File: src/design/afmh_pkg.sv
// Shared constants and types for the access frequency heap
package afmh_pkg;
  localparam int KEYS    = 64;
  localparam int KEY_W   = 6;
  localparam int COUNT_W = 32;
  localparam int SLOT_W  = $clog2(KEYS);
  localparam int SIZE_W  = SLOT_W + 1;
  localparam int TOPN_W  = 7;
  localparam int FUNC_W  = 2;
  localparam int ENTRY_W = KEY_W + COUNT_W;
  localparam int IN_W    = 16;
  localparam int OUT_W   = 40;

  localparam logic [COUNT_W-1:0] COUNT_MAX = {COUNT_W{1'b1}};

  typedef enum logic [FUNC_W-1:0] {
    FUNC_ACCESS = 2'd0,
    FUNC_QUERY  = 2'd1,
    FUNC_TOP    = 2'd2,
    FUNC_NONE   = 2'd3
  } func_t;

  typedef enum logic [3:0] {
    S_IDLE,
    S_POS_WAIT,
    S_SLOT_WAIT,
    S_SIFT,
    S_SIFT_CMP,
    S_SCAN,
    S_SCAN_CMP,
    S_OUT
  } state_t;
endpackage

File: src/design/afmh_ram.sv
// Generic single-write, single-read RAM with registered read data
module afmh_ram #(
  parameter int WIDTH = 8,
  parameter int DEPTH = 64
) (
  input  logic                     clk,
  input  logic                     we,
  input  logic [$clog2(DEPTH)-1:0] waddr,
  input  logic [WIDTH-1:0]         wdata,
  input  logic [$clog2(DEPTH)-1:0] raddr,
  output logic [WIDTH-1:0]         rdata
);
  logic [WIDTH-1:0] mem [DEPTH];

  always_ff @(posedge clk) begin
    if (we) begin
      mem[waddr] <= wdata;
    end
    rdata <= mem[raddr];
  end
endmodule

File: src/design/access_frequency_max_heap.sv
// Access frequency counter kept as an indexed binary max-heap
// Access: a known key first reads the pos RAM, then the slot RAM; then one compare per heap level climbed (up to 6).
// Query: result read via the pos RAM, then the slot RAM; a key never accessed is output at once with count 0.
// Top-N: one heap scan per entry over the slot RAM, reading and comparing each slot in turn.
// One item at a time; s_tready is low until the item is finished, for a result until its last result is taken.
// rst (synchronous) empties the heap and clears all key marks at once.
module access_frequency_max_heap
  import afmh_pkg::*;
(
  input  logic              clk,
  input  logic              rst,
  input  logic              s_tvalid,
  output logic              s_tready,
  input  logic [IN_W-1:0]   s_tdata,   // func[1:0], key[7:2], top_n[14:8]
  output logic              m_tvalid,
  input  logic              m_tready,
  output logic [OUT_W-1:0]  m_tdata,   // out_key[5:0], out_count[37:6]
  output logic              m_tuser,   // out_kind
  output logic              m_tlast
);
  state_t state, state_next;
  func_t  cur_func, cur_func_next;
  logic [KEY_W-1:0]   cur_key, cur_key_next;
  logic [COUNT_W-1:0] cur_cnt, cur_cnt_next;
  logic [SLOT_W-1:0]  pos, pos_next;
  logic [SIZE_W-1:0]  size, size_next;
  logic [TOPN_W-1:0]  want, want_next, sent, sent_next;
  logic [SIZE_W-1:0]  idx, idx_next;
  logic               best_valid, best_valid_next;
  logic [KEY_W-1:0]   best_key, best_key_next;
  logic [COUNT_W-1:0] best_cnt, best_cnt_next;
  logic [KEYS-1:0]    present, present_next;
  logic [KEY_W-1:0]   okey, okey_next;
  logic [COUNT_W-1:0] ocnt, ocnt_next;
  logic               okind, okind_next, olast, olast_next;

  logic               slot_we, pos_we;
  logic [SLOT_W-1:0]  slot_waddr, slot_raddr, pos_waddr, pos_raddr;
  logic [ENTRY_W-1:0] slot_wdata, slot_rdata;
  logic [SLOT_W-1:0]  pos_wdata, pos_rdata;

  func_t              in_func;
  logic [KEY_W-1:0]   in_key;
  logic [TOPN_W-1:0]  in_top;
  logic [KEY_W-1:0]   rd_key;
  logic [COUNT_W-1:0] rd_cnt;
  logic [SLOT_W-1:0]  parent;

  assign in_func = func_t'(s_tdata[1:0]);
  assign in_key  = s_tdata[7:2];
  assign in_top  = s_tdata[14:8];
  assign rd_key  = slot_rdata[ENTRY_W-1:COUNT_W];
  assign rd_cnt  = slot_rdata[COUNT_W-1:0];
  assign parent  = (pos - SLOT_W'(1)) >> 1;

  assign s_tready = (state == S_IDLE);
  assign m_tvalid = (state == S_OUT);
  assign m_tdata  = {{(OUT_W-ENTRY_W){1'b0}}, ocnt, okey};
  assign m_tuser  = okind;
  assign m_tlast  = olast;

  afmh_ram #(.WIDTH(ENTRY_W), .DEPTH(KEYS)) u_slot_ram (
    .clk(clk), .we(slot_we), .waddr(slot_waddr), .wdata(slot_wdata),
    .raddr(slot_raddr), .rdata(slot_rdata)
  );

  afmh_ram #(.WIDTH(SLOT_W), .DEPTH(KEYS)) u_pos_ram (
    .clk(clk), .we(pos_we), .waddr(pos_waddr), .wdata(pos_wdata),
    .raddr(pos_raddr), .rdata(pos_rdata)
  );

  always_ff @(posedge clk) begin
    if (rst) begin
      state   <= S_IDLE;
      size    <= '0;
      present <= '0;
    end else begin
      state   <= state_next;
      size    <= size_next;
      present <= present_next;
    end
    cur_func   <= cur_func_next;
    cur_key    <= cur_key_next;
    cur_cnt    <= cur_cnt_next;
    pos        <= pos_next;
    want       <= want_next;
    sent       <= sent_next;
    idx        <= idx_next;
    best_valid <= best_valid_next;
    best_key   <= best_key_next;
    best_cnt   <= best_cnt_next;
    okey       <= okey_next;
    ocnt       <= ocnt_next;
    okind      <= okind_next;
    olast      <= olast_next;
  end

  always_comb begin
    state_next      = state;
    cur_func_next   = cur_func;
    cur_key_next    = cur_key;
    cur_cnt_next    = cur_cnt;
    pos_next        = pos;
    size_next       = size;
    want_next       = want;
    sent_next       = sent;
    idx_next        = idx;
    best_valid_next = best_valid;
    best_key_next   = best_key;
    best_cnt_next   = best_cnt;
    present_next    = present;
    okey_next       = okey;
    ocnt_next       = ocnt;
    okind_next      = okind;
    olast_next      = olast;
    slot_we         = 1'b0;
    slot_waddr      = pos;
    slot_wdata      = {cur_key, cur_cnt};
    slot_raddr      = pos;
    pos_we          = 1'b0;
    pos_waddr       = cur_key;
    pos_wdata       = pos;
    pos_raddr       = in_key;

    case (state)
      S_IDLE: begin
        if (s_tvalid) begin
          cur_func_next = in_func;
          cur_key_next  = in_key;
          case (in_func)
            FUNC_ACCESS: begin
              if (present[in_key]) begin
                state_next = S_POS_WAIT;
              end else if (size < SIZE_W'(KEYS)) begin
                cur_cnt_next          = COUNT_W'(1);
                pos_next              = size[SLOT_W-1:0];
                size_next             = size + SIZE_W'(1);
                present_next[in_key]  = 1'b1;
                state_next            = S_SIFT;
              end
            end
            FUNC_QUERY: begin
              if (present[in_key]) begin
                state_next = S_POS_WAIT;
              end else begin
                okey_next  = in_key;
                ocnt_next  = '0;
                okind_next = 1'b0;
                olast_next = 1'b1;
                state_next = S_OUT;
              end
            end
            FUNC_TOP: begin
              want_next = (in_top < TOPN_W'(size)) ? in_top : TOPN_W'(size);
              if (in_top != '0 && size != '0) begin
                sent_next       = '0;
                idx_next        = '0;
                best_valid_next = 1'b0;
                state_next      = S_SCAN;
              end
            end
            default: begin
            end
          endcase
        end
      end
      S_POS_WAIT: begin
        pos_next   = pos_rdata;
        slot_raddr = pos_rdata;
        state_next = S_SLOT_WAIT;
      end
      S_SLOT_WAIT: begin
        if (cur_func == FUNC_ACCESS) begin
          cur_cnt_next = (rd_cnt == COUNT_MAX) ? rd_cnt : rd_cnt + COUNT_W'(1);
          state_next   = S_SIFT;
        end else begin
          okey_next  = cur_key;
          ocnt_next  = rd_cnt;
          okind_next = 1'b0;
          olast_next = 1'b1;
          state_next = S_OUT;
        end
      end
      S_SIFT: begin
        if (pos == '0) begin
          slot_we    = 1'b1;
          pos_we     = 1'b1;
          state_next = S_IDLE;
        end else begin
          slot_raddr = parent;
          state_next = S_SIFT_CMP;
        end
      end
      S_SIFT_CMP: begin
        slot_we = 1'b1;
        pos_we  = 1'b1;
        if (cur_cnt > rd_cnt) begin
          slot_wdata = slot_rdata;
          pos_waddr  = rd_key;
          pos_next   = parent;
          state_next = S_SIFT;
        end else begin
          state_next = S_IDLE;
        end
      end
      S_SCAN: begin
        if (idx == size) begin
          okey_next  = best_key;
          ocnt_next  = best_cnt;
          okind_next = 1'b1;
          olast_next = (sent + TOPN_W'(1) == want);
          sent_next  = sent + TOPN_W'(1);
          state_next = S_OUT;
        end else begin
          slot_raddr = idx[SLOT_W-1:0];
          state_next = S_SCAN_CMP;
        end
      end
      S_SCAN_CMP: begin
        if ((sent == '0 || rd_cnt < ocnt || (rd_cnt == ocnt && rd_key > okey)) &&
            (!best_valid || rd_cnt > best_cnt ||
             (rd_cnt == best_cnt && rd_key < best_key))) begin
          best_valid_next = 1'b1;
          best_key_next   = rd_key;
          best_cnt_next   = rd_cnt;
        end
        idx_next   = idx + SIZE_W'(1);
        state_next = S_SCAN;
      end
      S_OUT: begin
        if (m_tready) begin
          if (okind && sent != want) begin
            idx_next        = '0;
            best_valid_next = 1'b0;
            state_next      = S_SCAN;
          end else begin
            state_next = S_IDLE;
          end
        end
      end
      default: begin
        state_next = S_IDLE;
      end
    endcase
  end
endmodule

File: config.mk
export PLATFORM = sky130hd
export DESIGN_NAME = access_frequency_max_heap
export DESIGN_NICKNAME = d
export VERILOG_FILES = /design/src/design/afmh_pkg.sv /design/src/design/afmh_ram.sv /design/src/design/access_frequency_max_heap.sv
export SDC_FILE = /design/constraint.sdc
export NUM_CORES = 2
export LEC_CHECK = 0
export BUFFER_PORTS_ARGS = -buffer_cell sky130_fd_sc_hd__buf_4
export CORE_AREA = 5 5 480 482
export CTS_CLUSTER_SIZE = 30
export DETAILED_ROUTE_END_ITERATION = 7
export DIE_AREA = 0 0 485 487
export GPL_ROUTABILITY_DRIVEN = 0
export PLACE_DENSITY_LB_ADDON = 0.2
export SLEW_MARGIN = 10
export SYNTH_ARGS = -nofsm -noshare
export SYNTH_HDL_FRONTEND = slang
export SYNTH_SLANG_ARGS = --single-unit
File: constraint.sdc
create_clock -name clk -period 8.5 [get_ports clk]
set_clock_uncertainty 0.2 [all_clocks]
set_input_delay 0.425 -clock clk [delete_from_list [all_inputs] [get_ports clk]]
set_output_delay 0.425 -clock clk [all_outputs]
set_load 0.01 [all_outputs]
==> out/summary.md <==
* result of the run: finished clean
* first-pass detailed-route iteration total: 6
* core area: 226000 µm²
* post-synthesis cell count: 6714
* number of flops mapped to enable cells by yosys: 2962
* share of async-settable or async-resettable flops after synthesis: 0%
* share of the synthesized area in the top cell type: 73.43%
* time the worst path needs with I/O delays and setup: 6.216 ns
* clock tree buffer depth: 4
* placed cell count: 9630
* I/O pin total: 64
* Hold Path Stages: 2
* max-capacitance violation count: 0
* register-to-register setup slack: 2.28 ns
* worst-margin pin slew: 1.327 ns
* via count of the first global-routing pass: 66050
* number of rows in the core area: 175
* fill cell count: 16140
* clock transition at the register clock pins on the worst setup and hold paths after CTS: 0.06 ns
* Routed met3 length: 47140 µm
* sequential area share after synthesis: 75.38%
* CP max-delay cell: a221oi_4
* clock latency on the worst-skew pair: 1.00 ns
* cell accounting for the most synthesized area: edfxtp_1
* Crit Path Max Fanout: 55
* wire length of the first global-routing pass: 502100 µm
* uppermost metal layer occupied by signal nets: met5
* final instance count without filler cells: 10230
* part of the cycle the worst path needs: 73.13%
* Hold/Removal Path Class: in2reg
* worst hold path startpoint: s_tdata[0]
* final routed wirelength across all metal layers: 360300 µm
* category of the critical setup timing path: reg2reg
* number of buffers inserted during clock tree synthesis: 326
* Data arrival, critical path: 6.83 ns
* most frequently used flop master after synthesis: edfxtp_1
* DIE WIDTH: 485 µm
* clk sinks: 3080
* number of flip-flops and latches in the synthesized netlist: 3080
* pin count of the biggest net entering global routing: 126
* buffers inserted during post-CTS setup optimization: 0
* peak supply drop: 0.5059 mV
* Routed met2 length: 163600 µm
* clock root buffer master: clkbuf_16
* H-tree Lvls: 5
* overall routing resource usage: 30.09%
* Via density: 6.790
* ratio of cells with drive above 1 in the final layout: 19.46%
* Pwr Density: 375.6 nW/µm²
* HPWL after detailed placement: 194800 µm
* Netlist cell types: 78
* overall die area: 236200 µm²
* count of cells along the worst register-to-register path: 12
* Avg Cell Area, Syn: 18.04 µm²
* count of pins over their slew limit: 0
* Detail Route Antenna Nets: 0
* routed wire length per instance: 35.21 µm
* Port Buf Inserts: 60
* top cells by area, synth: edfxtp_1 (73%), mux4_2 (9.1%), a22oi_1 (2.9%), dfxtp_1 (2.0%), nand2_1 (1.7%)
* worst path required time: 9.11 ns
* leakage power: 0.04412 µW
* global route total overflow: 0
* final setup violation count: 0
* Total Negative Setup Slacks: 0 ns
* nets: 7111
* post-route met1 wirelength: 135400 µm
* number of DRC markers in iteration 0: 10630
* clock tree from TritonCTS: done
* count of synthesis-stage warnings from yosys: 0
* Hold Vio Cnt, Final: 0
* end point of the worst hold path: cur_func[0]
* die outline height: 487 µm
* Post-route DRC: 0
* area grow syn2layout: 13.08%
* RSZ-0062 raised after global routing: false
* Post-Synthesis Cell Area: 121100 µm²
* Seq. cell area: 91310 µm²
* Critical Path End Type: flop
* ordered list of cells on the worst path: buf_4, inv_1, nand3_2, a21oi_2, buf_4, a221oi_4, buf_4, buf_12, mux4_2, a22oi_1, nand4_1, or4_1
* maximum achievable frequency: 160.9 MHz
* Critical R2R Launch: state[1]
* Critical Path Max Stage Delay: 0.98 ns
* initial core utilization: 53.61%
* count of vias placed by the detailed router: 69470
* initial antenna violation count: 12
* Max-Slew Margin vs Limit: 11.32%
* Critical Path Most Common Cell: buf_4
* area of combinational cells with multiple inputs: 28510 µm²
* worst flop-to-flop path endpoint: u_slot_ram.rdata[1]
* Startpoint Class: flop
## routing by layer
layer	up-vias	track usage [%]
met1	36160	43.09
met4	4	10.45
met5	-	0.4491
met2	4805	45.07
li1	27720	-
met3	779	8.338
## cells in the mapped netlist (9+ instances only)
master	n
o21ai_0	75
a21oi_1	141
and3_1	37
mux2i_1	27
a22oi_1	467
xor2_1	20
inv_1	139
a22o_1	20
a21o_1	32
or3_1	13
nand3_1	230
nor2_1	261
mux4_1	10
clkbuf_1	135
buf_1	33
nor4_1	26
nand3b_1	11
nand4_1	137
edfxtp_1	2962
nor3b_1	16
buf_2	140
nor2b_1	24
a31oi_1	38
a221oi_1	12
nor3_1	99
nand2_1	538
o22ai_1	38
nand2b_1	9
and4_1	12
xnor2_1	40
a311oi_1	16
mux2_2	20
buf_4	44
or4_1	9
ha_1	123
dfxtp_1	118
buf_6	24
o21a_1	12
mux4_2	492
## report_power, final
group	switching [µW]	leakage (µW)	internal, µW
clock network	5760	0.00506	8160
logic	11100	0.0113	5930
registers	691	0.0277	19800
total	17500	0.0441	33900
## worst max path at each step
stage | from | endpoint | slack [ns] | cells past startpoint
after floorplan | u_slot_ram.rdata[10] | u_slot_ram.mem[0][0] | 2.54 | 11
after global placement | state[1] | u_slot_ram.rdata[1] | 2.47 | 12
after detailed placement | state[1] | u_slot_ram.rdata[1] | 2.40 | 12
after CTS | state[1] | u_slot_ram.rdata[1] | 2.36 | 12
after global routing | state[1] | u_slot_ram.rdata[1] | 2.09 | 12
final | state[1] | u_slot_ram.rdata[1] | 2.28 | 12
## layout make-up
cell class	count	area share (%)
Sequential cell	3080	66.66
Antenna cell	7	0.01279
Timing Repair Buffer	301	1.854
Clock inverter	171	1.213
Clock buffer	405	6.308
Multi-Input combinational cell	3119	20.82
Inverter	140	0.3837
Tap cell	3009	2.749
## worst max-delay path: cells and delay by family, from the launching register on
kind | cells | cell delay (ns)
compound gates | 3 | 1.69
buf+inv | 5 | 1.61
simple gates | 3 | 1.59
mux | 1 | 0.56
flops | 1 | 0.31
## what timing repair did
action | CTS | global route
hold buffers | 19 | 0
resized for setup | 0 | 0
endpoints found under the hold margin | 117 | 0
## through the flow
stage	hold WS (ns)	util (%)	cell area (µm²)	total power (µW)	setup slack (ns)
finish	0.07136	60.62	137000	51440	2.284
detailed placement	0.2485	55.96	126500	37590	2.402
global route	0.06006	60.61	137000	53320	2.088
CTS	0.02996	60.60	136900	51390	2.360
floorplan	0.2293	-	121100	31890	2.540
global placement	0.2416	55.95	126400	37250	2.471
## flip-flops by register name, indices dropped and copies added, names as in the netlist
register and flops:
m_tlast 1, cur_func 2, u_pos_ram.mem 384, pos 6, state 3, sent 7, size 7, u_slot_ram.mem 2432
cur_key 6, u_slot_ram.rdata 38, m_tuser 1, okey 6, best_key 6, present 64, want 7, best_cnt 32
cur_cnt 32, ocnt 32, idx 7, best_valid 1, u_pos_ram.rdata 6
## logic make-up after synthesis
group           after synthesis  synth area share [%]
flops                      3080                 75.38
xor+xnor                     60                0.4338
compound gates              923                 5.345
buf+inv                     516                 2.029
simple gates               1460                 5.749
other cells                   1              0.003096
fa+ha+maj                   123                 1.270
mux                         551                 9.792
## layout by cell type (no fill, tap or decap), types with 19 or more instances in the layout
cell and count:
inv_1 139, a22oi_1 467, buf_4 264, nor4_1 20, edfxtp_1 2962, nor2b_1 24
nand2_1 536, and3_1 36, mux4_2 492, xnor2_1 40, a21o_1 32, nor2_4 66
bufinv_16 32, clkinv_1 66, clkinv_2 59, clkbuf_1 66, mux2i_1 24, nand4_1 137
a21oi_1 141, nor2_1 194, o21ai_0 43, mux2_2 19, a31oi_1 38, xor2_1 20
nor3_1 91, dlygate4sd3_1 19, a22o_1 20, o22ai_1 38, nand3_1 229, dfxtp_1 118
o21ai_4 33, clkbuf_16 331, ha_1 123
No activity file was read; power rests on OpenSTA's default activity.
